[src/hw/rtl/otc_pkg.sv]
// Shared types and constants for the oscillator trim calibrator.
// Used by otc_ctrl, otc_dp and oscillator_trim_calibrator; no dependencies.

package otc_pkg;

    localparam int CAP_W   = 16;
    localparam int TRIM_W  = 7;
    localparam int CODE_W  = 8;
    localparam int FLAG_W  = 5;
    localparam int BAND_W  = 2;
    localparam int MODE_W  = 2;
    localparam int OUT_W   = 48;

    localparam logic [MODE_W-1:0] MODE_START   = 2'd0;
    localparam logic [MODE_W-1:0] MODE_CAPTURE = 2'd1;
    localparam logic [MODE_W-1:0] MODE_TICK    = 2'd2;

    localparam logic [CODE_W-1:0] CODE_NONMONO  = 8'hC0;
    localparam logic [CODE_W-1:0] CODE_TOO_FAST = 8'h80;
    localparam logic [CODE_W-1:0] CODE_TOO_SLOW = 8'hFF;
    localparam logic [CODE_W-1:0] CODE_END_TO   = 8'hD0;
    localparam logic [CODE_W-1:0] CODE_SWEEP_TO = 8'hE0;

    localparam logic [TRIM_W-1:0] TRIM_TOP      = 7'h7F;
    localparam logic [TRIM_W-1:0] FALLBACK_TRIM = 7'h40;
    localparam logic [CAP_W-1:0]  TIMEOUT_COUNT = 16'hFFFF;
    localparam logic [CAP_W-1:0]  TARGET_RESET  = 16'd7812;
    localparam logic [7:0]        TIMEOUT_SAT   = 8'hFF;

    localparam logic [FLAG_W-1:0] FLAG_NONMONO  = 5'h01;
    localparam logic [FLAG_W-1:0] FLAG_TOO_FAST = 5'h02;
    localparam logic [FLAG_W-1:0] FLAG_TOO_SLOW = 5'h04;
    localparam logic [FLAG_W-1:0] FLAG_END_TO   = 5'h08;
    localparam logic [FLAG_W-1:0] FLAG_SWEEP_TO = 5'h10;

    localparam logic [3:0] FIRST_SUMMED = 4'd3;
    localparam logic [3:0] LAST_CAPTURE = 4'd10;

    localparam int DIV_STEPS = 8;
    localparam int DIV_CNT_W = $clog2(DIV_STEPS);

    localparam logic REG_TARGET = 1'b0;
    localparam logic REG_BAND   = 1'b1;

    typedef struct packed {
        logic capture;
        logic step;
        logic div_step;
        logic win;
        logic load_out;
    } ctrl_cmd_t;

    typedef struct packed {
        logic need_div;
        logic out_free;
    } dp_status_t;

    function automatic logic [TRIM_W-1:0] applied_of(input logic [CODE_W-1:0] code);
        logic [TRIM_W-1:0] res;
        res = code[CODE_W-1] ? FALLBACK_TRIM : code[TRIM_W-1:0];
        return res;
    endfunction

endpackage

[src/hw/rtl/otc_ctrl.sv]
// Sequencing state machine of the oscillator trim calibrator.
// Depends on otc_pkg; drives the commands of otc_dp.

module otc_ctrl
(
    input  logic                  clk,
    input  logic                  rst_n,
    input  logic                  s_tvalid,
    output logic                  s_tready,
    input  otc_pkg::dp_status_t   status,
    output otc_pkg::ctrl_cmd_t    cmd
);

    typedef enum logic [2:0] {
        ST_IDLE,
        ST_EXEC,
        ST_DIV,
        ST_WIN,
        ST_EMIT
    } state_t;

    state_t                         state_reg;
    state_t                         state_next;
    logic [otc_pkg::DIV_CNT_W-1:0]  cnt_reg;
    logic [otc_pkg::DIV_CNT_W-1:0]  cnt_next;

    always_comb
    begin
        state_next   = state_reg;
        cnt_next     = cnt_reg;
        cmd          = '0;
        s_tready     = 1'b0;
        unique case (state_reg)
            ST_IDLE:
            begin
                s_tready    = 1'b1;
                cmd.capture = s_tvalid;
                if (s_tvalid)
                begin
                    state_next = ST_EXEC;
                end
            end
            ST_EXEC:
            begin
                cmd.step = 1'b1;
                if (status.need_div)
                begin
                    cnt_next   = otc_pkg::DIV_CNT_W'(otc_pkg::DIV_STEPS - 1);
                    state_next = ST_DIV;
                end
                else
                begin
                    state_next = ST_EMIT;
                end
            end
            ST_DIV:
            begin
                cmd.div_step = 1'b1;
                if (cnt_reg == '0)
                begin
                    state_next = ST_WIN;
                end
                else
                begin
                    cnt_next = cnt_reg - 1'b1;
                end
            end
            ST_WIN:
            begin
                cmd.win    = 1'b1;
                state_next = ST_EMIT;
            end
            ST_EMIT:
            begin
                if (status.out_free)
                begin
                    cmd.load_out = 1'b1;
                    state_next   = ST_IDLE;
                end
            end
            default:
            begin
                state_next = ST_IDLE;
            end
        endcase
    end

    always_ff @(posedge clk or negedge rst_n)
    begin
        if (!rst_n)
        begin
            state_reg <= ST_IDLE;
            cnt_reg   <= '0;
        end
        else
        begin
            state_reg <= state_next;
            cnt_reg   <= cnt_next;
        end
    end

endmodule

[src/hw/rtl/otc_dp.sv]
// Datapath of the oscillator trim calibrator: measurement state, sweep state,
// the iterative estimate divider and the result register. Depends on otc_pkg.

module otc_dp
#(
    parameter int WIN_RADIUS = 8
)
(
    input  logic                          clk,
    input  logic                          rst_n,
    input  otc_pkg::ctrl_cmd_t            cmd,
    output otc_pkg::dp_status_t           status,
    input  logic [otc_pkg::CAP_W-1:0]     s_tdata,
    input  logic [otc_pkg::MODE_W-1:0]    s_tuser,
    input  logic [otc_pkg::CAP_W-1:0]     target_count,
    input  logic [otc_pkg::BAND_W-1:0]    freq_band,
    output logic                          m_tvalid,
    input  logic                          m_tready,
    output logic [otc_pkg::OUT_W-1:0]     m_tdata
);

    typedef enum logic [2:0] {
        PH_IDLE  = 3'd0,
        PH_LOW   = 3'd1,
        PH_HIGH  = 3'd2,
        PH_SWEEP = 3'd3,
        PH_FINAL = 3'd4
    } phase_t;

    localparam int CW = otc_pkg::CAP_W;
    localparam int TW = otc_pkg::TRIM_W;

    logic [otc_pkg::MODE_W-1:0] mode_reg;
    logic [CW-1:0]              cap_reg;

    phase_t                     phase_reg, phase_next;
    logic [3:0]                 cidx_reg, cidx_next;
    logic [18:0]                csum_reg, csum_next;
    logic [1:0]                 tick_reg, tick_next;
    logic [CW-1:0]              lo_reg, lo_next;
    logic [CW-1:0]              hi_reg, hi_next;
    logic [7:0]                 tot_reg, tot_next;
    logic [TW-1:0]              send_reg, send_next;
    logic [TW-1:0]              trim_reg, trim_next;
    logic [CW-1:0]              lerr_reg, lerr_next;
    logic [otc_pkg::CODE_W-1:0] best_reg, best_next;
    logic [otc_pkg::FLAG_W-1:0] flags_reg, flags_next;
    logic [CW-1:0]              last_reg, last_next;
    logic                       done_reg, done_next;

    logic [CW:0]                rem_reg, rem_next;
    logic [7:0]                 quo_reg, quo_next;

    logic                       out_valid_reg;
    logic [otc_pkg::OUT_W-1:0]  out_data_reg;

    logic                       need_div;
    logic                       active;
    logic                       meas_done;
    logic [CW-1:0]              meas_val;
    logic [1:0]                 tick_inc;
    logic [CW-1:0]              err;
    logic [CW:0]                div_d;
    logic [7:0]                 est;
    logic [8:0]                 lo_w;
    logic [8:0]                 hi_w;

    always_comb
    begin
        phase_next = phase_reg;
        cidx_next  = cidx_reg;
        csum_next  = csum_reg;
        tick_next  = tick_reg;
        lo_next    = lo_reg;
        hi_next    = hi_reg;
        tot_next   = tot_reg;
        send_next  = send_reg;
        trim_next  = trim_reg;
        lerr_next  = lerr_reg;
        best_next  = best_reg;
        flags_next = flags_reg;
        last_next  = last_reg;
        done_next  = 1'b0;
        rem_next   = rem_reg;
        quo_next   = quo_reg;
        need_div   = 1'b0;
        meas_done  = 1'b0;
        meas_val   = '0;
        tick_inc   = tick_reg + 2'd1;
        err        = '0;
        div_d      = {1'b0, hi_reg - lo_reg};
        est        = (hi_reg == lo_reg) ? 8'd0 : quo_reg;
        lo_w       = '0;
        hi_w       = '0;

        unique case (phase_reg)
            PH_LOW, PH_HIGH, PH_SWEEP, PH_FINAL: active = 1'b1;
            default:                            active = 1'b0;
        endcase

        if (cmd.step)
        begin
            unique case (mode_reg)
                otc_pkg::MODE_START:
                begin
                    flags_next = '0;
                    best_next  = '0;
                    tot_next   = '0;
                    trim_next  = '0;
                    phase_next = PH_LOW;
                    cidx_next  = '0;
                    csum_next  = '0;
                    tick_next  = '0;
                end
                otc_pkg::MODE_CAPTURE:
                begin
                    if (active)
                    begin
                        if (cidx_reg >= otc_pkg::FIRST_SUMMED)
                        begin
                            csum_next = csum_reg + {3'b000, cap_reg};
                        end
                        if (cidx_reg >= otc_pkg::LAST_CAPTURE)
                        begin
                            meas_done = 1'b1;
                            meas_val  = csum_next[18:3];
                        end
                        else
                        begin
                            cidx_next = cidx_reg + 4'd1;
                        end
                    end
                end
                otc_pkg::MODE_TICK:
                begin
                    if (active)
                    begin
                        tick_next = tick_inc;
                        if (tick_inc >= 2'd2)
                        begin
                            if (tot_reg != otc_pkg::TIMEOUT_SAT)
                            begin
                                tot_next = tot_reg + 8'd1;
                            end
                            meas_done = 1'b1;
                            meas_val  = otc_pkg::TIMEOUT_COUNT;
                        end
                    end
                end
                default:
                begin
                end
            endcase

            if (meas_done)
            begin
                last_next = meas_val;
                unique case (phase_reg)
                    PH_LOW:
                    begin
                        lo_next    = meas_val;
                        trim_next  = otc_pkg::TRIM_TOP;
                        phase_next = PH_HIGH;
                        cidx_next  = '0;
                        csum_next  = '0;
                        tick_next  = '0;
                    end
                    PH_HIGH:
                    begin
                        hi_next    = meas_val;
                        flags_next = '0;
                        if (lo_reg > meas_val)
                        begin
                            flags_next = flags_next | otc_pkg::FLAG_NONMONO;
                            best_next  = otc_pkg::CODE_NONMONO;
                        end
                        if (lo_reg > target_count)
                        begin
                            flags_next = flags_next | otc_pkg::FLAG_TOO_FAST;
                            best_next  = otc_pkg::CODE_TOO_FAST;
                        end
                        if (meas_val < target_count)
                        begin
                            flags_next = flags_next | otc_pkg::FLAG_TOO_SLOW;
                            best_next  = otc_pkg::CODE_TOO_SLOW;
                        end
                        if (tot_next != '0)
                        begin
                            flags_next = flags_next | otc_pkg::FLAG_END_TO;
                            best_next  = otc_pkg::CODE_END_TO;
                        end
                        if (flags_next != '0)
                        begin
                            trim_next  = otc_pkg::applied_of(best_next);
                            phase_next = PH_IDLE;
                            done_next  = 1'b1;
                        end
                        else
                        begin
                            need_div = 1'b1;
                            rem_next = {1'b0, target_count - lo_reg};
                            quo_next = '0;
                        end
                    end
                    PH_SWEEP:
                    begin
                        err = (meas_val >= target_count) ? meas_val - target_count
                                                         : target_count - meas_val;
                        if (err < lerr_reg)
                        begin
                            lerr_next = err;
                            best_next = {1'b0, trim_reg};
                        end
                        if (trim_reg >= send_reg || trim_reg >= otc_pkg::TRIM_TOP)
                        begin
                            trim_next  = best_next[TW-1:0];
                            phase_next = PH_FINAL;
                        end
                        else
                        begin
                            trim_next = trim_reg + 1'b1;
                        end
                        cidx_next = '0;
                        csum_next = '0;
                        tick_next = '0;
                    end
                    default:
                    begin
                        if (tot_next != '0)
                        begin
                            flags_next = flags_reg | otc_pkg::FLAG_SWEEP_TO;
                            best_next  = otc_pkg::CODE_SWEEP_TO;
                        end
                        trim_next  = otc_pkg::applied_of(best_next);
                        phase_next = PH_IDLE;
                        done_next  = 1'b1;
                    end
                endcase
            end
        end

        if (cmd.div_step)
        begin
            if (rem_reg >= div_d)
            begin
                rem_next = (rem_reg - div_d) << 1;
                quo_next = {quo_reg[6:0], 1'b1};
            end
            else
            begin
                rem_next = rem_reg << 1;
                quo_next = {quo_reg[6:0], 1'b0};
            end
        end

        if (cmd.win)
        begin
            lo_w = ({1'b0, est} >= 9'(WIN_RADIUS)) ? {1'b0, est} - 9'(WIN_RADIUS) : 9'd0;
            hi_w = {1'b0, est} + 9'(WIN_RADIUS);
            if (hi_w >= {2'b00, otc_pkg::TRIM_TOP})
            begin
                hi_w = {2'b00, otc_pkg::TRIM_TOP};
            end
            if (lo_w > {2'b00, otc_pkg::TRIM_TOP})
            begin
                lo_w = {2'b00, otc_pkg::TRIM_TOP};
            end
            send_next  = hi_w[TW-1:0];
            tot_next   = '0;
            lerr_next  = otc_pkg::TIMEOUT_COUNT;
            best_next  = {1'b0, lo_w[TW-1:0]};
            trim_next  = lo_w[TW-1:0];
            phase_next = PH_SWEEP;
            cidx_next  = '0;
            csum_next  = '0;
            tick_next  = '0;
        end
    end

    always_ff @(posedge clk or negedge rst_n)
    begin
        if (!rst_n)
        begin
            phase_reg <= PH_IDLE;
            cidx_reg  <= '0;
            csum_reg  <= '0;
            tick_reg  <= '0;
            lo_reg    <= '0;
            hi_reg    <= '0;
            tot_reg   <= '0;
            send_reg  <= '0;
            trim_reg  <= '0;
            lerr_reg  <= otc_pkg::TIMEOUT_COUNT;
            best_reg  <= '0;
            flags_reg <= '0;
            last_reg  <= '0;
            done_reg  <= 1'b0;
        end
        else
        begin
            phase_reg <= phase_next;
            cidx_reg  <= cidx_next;
            csum_reg  <= csum_next;
            tick_reg  <= tick_next;
            lo_reg    <= lo_next;
            hi_reg    <= hi_next;
            tot_reg   <= tot_next;
            send_reg  <= send_next;
            trim_reg  <= trim_next;
            lerr_reg  <= lerr_next;
            best_reg  <= best_next;
            flags_reg <= flags_next;
            last_reg  <= last_next;
            if (cmd.step)
            begin
                done_reg <= done_next;
            end
        end
    end

    always_ff @(posedge clk)
    begin
        rem_reg <= rem_next;
        quo_reg <= quo_next;
        if (cmd.capture)
        begin
            mode_reg <= s_tuser;
            cap_reg  <= s_tdata;
        end
        if (cmd.load_out)
        begin
            out_data_reg <= {1'b0, freq_band, last_reg,
                             otc_pkg::applied_of(best_reg), flags_reg, best_reg,
                             done_reg, (phase_reg != PH_IDLE), trim_reg};
        end
    end

    always_ff @(posedge clk or negedge rst_n)
    begin
        if (!rst_n)
        begin
            out_valid_reg <= 1'b0;
        end
        else if (cmd.load_out)
        begin
            out_valid_reg <= 1'b1;
        end
        else if (m_tready)
        begin
            out_valid_reg <= 1'b0;
        end
    end

    assign status   = '{need_div: need_div, out_free: (!out_valid_reg || m_tready)};
    assign m_tvalid = out_valid_reg;
    assign m_tdata  = out_data_reg;

endmodule

[src/hw/rtl/oscillator_trim_calibrator.sv]
// Top level of the oscillator trim calibrator: configuration registers and the
// controller and datapath. Depends on otc_pkg, otc_ctrl and otc_dp.
//
//   Channel   Direction  Handshake                Contents
//   s_*       in         s_tvalid / s_tready      capture_value, mode
//   m_*       out        m_tvalid / m_tready      one result per input transaction
//   APB       in         psel, penable, pwrite    target_count at 0, freq_band at 4
//
// A result is loaded into the output register after its transaction is accepted
// and one step executes; the item that ends the trim 127 measurement without a
// fault also runs the 8 steps of the estimate divider and the window setup
// first. The next item is taken once the result is in the output register.
// Reset is asynchronous and needs no clearing pass. A stalled output holds the
// next result in the datapath until the output register frees up.

module oscillator_trim_calibrator
#(
    parameter int WIN_RADIUS = 8
)
(
    input  logic        clk,
    input  logic        rst_n,
    input  logic        s_tvalid,
    output logic        s_tready,
    input  logic [15:0] s_tdata,   // [15:0] capture_value
    input  logic [1:0]  s_tuser,   // [1:0] mode
    output logic        m_tvalid,
    input  logic        m_tready,
    output logic [47:0] m_tdata,   // [6:0] trim_setting, [7] busy_res, [8] done_res,
                                   // [16:9] result_code, [21:17] status_flags,
                                   // [28:22] applied_trim, [44:29] measured_count,
                                   // [46:45] band_select, [47] zero
    input  logic        psel,
    input  logic        penable,
    input  logic        pwrite,
    input  logic [2:0]  paddr,
    input  logic [31:0] pwdata,
    output logic [31:0] prdata,
    output logic        pready
);

    logic [otc_pkg::CAP_W-1:0]  target_reg;
    logic [otc_pkg::BAND_W-1:0] band_reg;
    logic                       cfg_wr;
    otc_pkg::ctrl_cmd_t         cmd;
    otc_pkg::dp_status_t        status;

    assign pready = 1'b1;
    assign cfg_wr = psel && penable && pwrite && pready;

    always_ff @(posedge clk or negedge rst_n)
    begin
        if (!rst_n)
        begin
            target_reg <= otc_pkg::TARGET_RESET;
            band_reg   <= '0;
        end
        else if (cfg_wr)
        begin
            unique case (paddr[2])
                otc_pkg::REG_TARGET: target_reg <= pwdata[otc_pkg::CAP_W-1:0];
                otc_pkg::REG_BAND:   band_reg   <= pwdata[otc_pkg::BAND_W-1:0];
                default:             target_reg <= target_reg;
            endcase
        end
    end

    always_comb
    begin
        unique case (paddr[2])
            otc_pkg::REG_TARGET: prdata = {16'd0, target_reg};
            otc_pkg::REG_BAND:   prdata = {30'd0, band_reg};
            default:             prdata = '0;
        endcase
    end

    otc_ctrl u_ctrl
    (
        .clk      (clk),
        .rst_n    (rst_n),
        .s_tvalid (s_tvalid),
        .s_tready (s_tready),
        .status   (status),
        .cmd      (cmd)
    );

    otc_dp
    #(
        .WIN_RADIUS (WIN_RADIUS)
    )
    u_dp
    (
        .clk          (clk),
        .rst_n        (rst_n),
        .cmd          (cmd),
        .status       (status),
        .s_tdata      (s_tdata),
        .s_tuser      (s_tuser),
        .target_count (target_reg),
        .freq_band    (band_reg),
        .m_tvalid     (m_tvalid),
        .m_tready     (m_tready),
        .m_tdata      (m_tdata)
    );

endmodule
[config.mk]
export PLATFORM = sky130hd
export DESIGN_NAME = oscillator_trim_calibrator
export DESIGN_NICKNAME = d
export VERILOG_FILES = /design/src/hw/rtl/otc_pkg.sv /design/src/hw/rtl/otc_ctrl.sv /design/src/hw/rtl/otc_dp.sv /design/src/hw/rtl/oscillator_trim_calibrator.sv
export SDC_FILE = /design/constraint.sdc
export NUM_CORES = 1
export LEC_CHECK = 0
export ABC_AREA = 0
export BUFFER_PORTS_ARGS = -buffer_cell sky130_fd_sc_hd__buf_2
export CORE_UTILIZATION = 61
export CTS_CLUSTER_SIZE = 40
export DETAILED_ROUTE_END_ITERATION = 7
export HOLD_SLACK_MARGIN = 0.02
export PLACE_DENSITY_LB_ADDON = 0.12
export SLEW_MARGIN = 30
export SYNTH_ARGS = -nofsm -noshare
export SYNTH_HDL_FRONTEND = slang
export SYNTH_HIERARCHICAL = 1
export SYNTH_SLANG_ARGS = --single-unit
[constraint.sdc]
create_clock -name clk -period 8.82 [get_ports clk]
set_clock_uncertainty 0.1 [all_clocks]
set_input_delay 1.323 -clock clk [delete_from_list [all_inputs] [get_ports clk]]
set_output_delay 1.323 -clock clk [all_outputs]
set_load 0.02 [all_outputs]
==> flow_metrics.py <==
metrics = {
    "yosys": {
        "synthFlopType": "dfrtp_1",
        "synth-async-reset-ratio_pct": 63.0,
        "netlist_area_um2": 16700,
        "synth.most_common_cell": "nand2_1",
        "ys_ff_latch": 243,
        "yosys-top-cells-count": "nand2_1, ha_1, o21ai_0",
        "synth-seq-area-share_pct": 39.3,
        "synth_edf_count": 90,
        "syn_area_per_cell_um2": 9.31,
        "syn_inst": 1795,
        "ys_top_cells_by_area": "dfrtp_1, edfxtp_1, ha_1",
        "ys_types": 89,
        "yosysTopAreaCellShare_pct": 19.6,
        "synth_top_area_cell": "dfrtp_1",
        "synth_warnings": 6,
    },
    "timing": {
        "fin_crit_sh_pct": 92.2,
        "tns_ps": 0,
        "finalHoldViolations": 0,
        "maxSlewViolCount": 0,
        "fmax_mhz": 123,
        "slew-limit-headroom_pct": 37.6,
        "rsz0062_at_grt": "no",
        "setup_violations": 0,
        "min_period_ps": 8130,
        "worst_pin_slew_ps": 933,
    },
    "cells_and_area": {
        "regArea_um2": 6560,
        "antenna_cells": 0,
        "multiInputGateArea_um2": 9330,
        "num-fill-cells": 2156,
        "final_cell_area_um2": 18400,
        "area_delta_synth_final_pct": 10.4,
        "largest_reg_flops": 47,
        "layout-drive-gt1-share_pct": 13.3,
        "final_nets": 2088,
    },
    "clock_network": {
        "holdBufCountCts": 0,
        "cts.path.max_buffers": 3,
        "ctsHtreeMaxLevel": 1,
        "numCtsBuffers": 27,
        "clock_latency_ps": 530,
        "cts-root-buf": "clkbuf_16",
        "clock_sinks": 243,
        "cts_tree": "built",
        "clk_pin_slew_worst_paths_ps": 60,
    },
    "floorplan": {
        "start_util_pct": 62.2,
        "io_pins": 143,
        "die_x_um": 167,
        "dieHeight_um": 167,
        "rows": 60,
        "dieArea_um2": 28100,
        "core-area_um2": 26900,
    },
    "setup_path": {
        "startpoint_type": "flip-flop",
        "critical_path_class": "flip-flop to flip-flop",
        "cp_max_fo": 13,
        "crit-reg2reg-launch": "u_dp/csum_reg[0]",
        "max_stage_delay_ps": 560,
        "reg2reg_slack_ps": 690,
        "cp.arrival_ps": 8450,
        "startpoint": "u_dp/csum_reg[0]",
        "cp-end-kind": "flip-flop",
        "r2r_end": "u_dp/trim_reg[4]",
        "cp_slowest_cell": "or4_1",
        "r2r_cells": 34,
        "crit_required_ps": 9140,
    },
    "drt": {
        "vias": 13738,
        "drt-total-wl_um": 42300,
        "routedWlPerCell_um": 18.9,
        "top_layer": "met4",
        "drt-met1-wl_um": 18700,
        "wl_met2_um": 19100,
        "drc": 0,
        "ant_nets": 0,
        "routed-wl-met3_um": 2760,
        "drt_first_pass_iters": 5,
        "drt_iter0_markers": 1058,
        "viasPerCell": 6.14,
    },
    "grt": {
        "grt_max_degree": 107,
        "grt_pass1_wl_um": 68200,
        "grt_pass1_vias": 13250,
        "antenna_found_initial": 0,
        "gr-total-overflow": 0,
        "grt_use_total_pct": 30.5,
    },
    "power": {
        "power.density_nw_per_um2": 247,
        "p_leak_nw": 8.30,
        "vdd_drop_max_v": 0.000184,
    },
    "run_status": {
        "outcome": "completed",
    },
    "worst_hold_path": {
        "whs_path_depth": 0,
        "min_to": "u_dp/m_tdata[11]",
        "hold_path.class": "flip-flop to flip-flop",
        "hold_path.startpoint": "u_dp/best_reg[2]",
    },
    "placement": {
        "io_buffer_count": 106,
        "placed_area_um2": 17500,
        "hpwlAfterDp_um": 31100,
        "gp_congestion": 0.909,
    },
    "flow_run": {
        "maxCapViolCount": 0,
    },
}
-- routing by layer --
metal,vias to the layer above,global-route usage (%)
met5,-,0
met4,0,12.7
met3,89,3.76
met2,498,48.6
met1,6558,42.2
li1,6593,-
-- power by group --
part           internal [mW]  switching, mW
combinational          0.719           1.13
clock                  0.720          0.471
sequential              1.34          0.161
total                   2.78           1.77
-- layout by cell type, fill, tap and decap left out, types with 7 or more instances in the layout --
master / instances
nand2_1: 202
ha_1: 144
o21ai_0: 142
inv_1: 132
dfrtp_1: 131
buf_2: 105
a21oi_1: 100
nor2_1: 96
edfxtp_1: 90
xnor2_1: 43
a21o_1: 40
nor2b_1: 39
o211ai_1: 36
nand3_1: 34
mux2i_1: 32
nor3_1: 31
clkbuf_16: 30
xor2_1: 29
o21a_1: 27
and2_1: 24
nand4_1: 23
nand2b_1: 23
dfstp_2: 22
and3_1: 21
mux2_2: 20
conb_1: 18
buf_4: 17
o31ai_1: 14
o22ai_1: 11
a211oi_1: 11
mux2_4: 10
a21boi_0: 10
or3_1: 10
o21bai_1: 9
a31oi_1: 9
or2_2: 7
a22o_1: 7
-- through the flow --
| stage | setup WS [ps] | power, mW | util (%) | hold WS (ps) | instances |
|---|---|---|---|---|---|
| floorplan | 1420 | 2.83 | - | 321 | 1810 |
| global placement | 733 | 3.28 | 65.0 | 333 | 2190 |
| detailed placement | 649 | 3.32 | 65.0 | 335 | 2190 |
| CTS | 589 | 4.54 | 68.6 | 352 | 2239 |
| global route | 137 | 4.81 | 68.6 | 366 | 2239 |
| finish | 692 | 4.55 | 68.6 | 351 | 2239 |
-- cell families (layout without fill, tap and decap cells) --
| kind of cell | count (synthesis) | after routing | synth area share (%) |
|---|---|---|---|
| AOI/OAI and AO/OA | 501 | 501 | 19.8 |
| xor gates and xnor gates | 72 | 72 | 3.77 |
| adders and majority gates | 150 | 150 | 11.5 |
| buffers and inverters | 217 | 305 | 5.44 |
| DFF | 243 | 243 | 39.3 |
| muxes | 62 | 62 | 4.16 |
| other | 3 | 18 | 0.0674 |
| and+or+nand+nor | 547 | 547 | 16.0 |
-- critical path: cells and delay by family (launching register included) --
kind / cells / cell delay (ps)
adders and majority gates: 4 / 1270
xor gates and xnor gates: 2 / 430
DFF: 1 / 350
muxes: 1 / 140
buffers and inverters: 4 / 730
and+or+nand+nor: 7 / 1360
AOI/OAI and AO/OA: 16 / 3600
-- cell type report --
cell class                      count  share of cell area [%]
Clock inverter                     15                   0.923
Tap cell                          341                    2.31
Sequential cell                   243                    35.6
Clock buffer                       34                    4.26
Multi-Input combinational cell   1350                    50.6
Inverter                          133                    2.71
Timing Repair Buffer              123                    3.62
-- worst max path at each step --
stage	to	cells past startpoint	slack, ps
finish	u_dp/trim_reg[4]	34	690
global route	u_dp/trim_reg[4]	35	140
CTS	u_dp/trim_reg[4]	34	590
detailed placement	u_dp/trim_reg[4]	34	650
global placement	u_dp/trim_reg[4]	34	730
floorplan	u_dp/trim_reg[5]	32	1420
-- what timing repair did --
action / CTS / global route
resized for setup: 0 / 1
setup endpoints to repair: 0 / 1
buffers inserted: 0 / 0
Power figures use the tool's default switching activity.
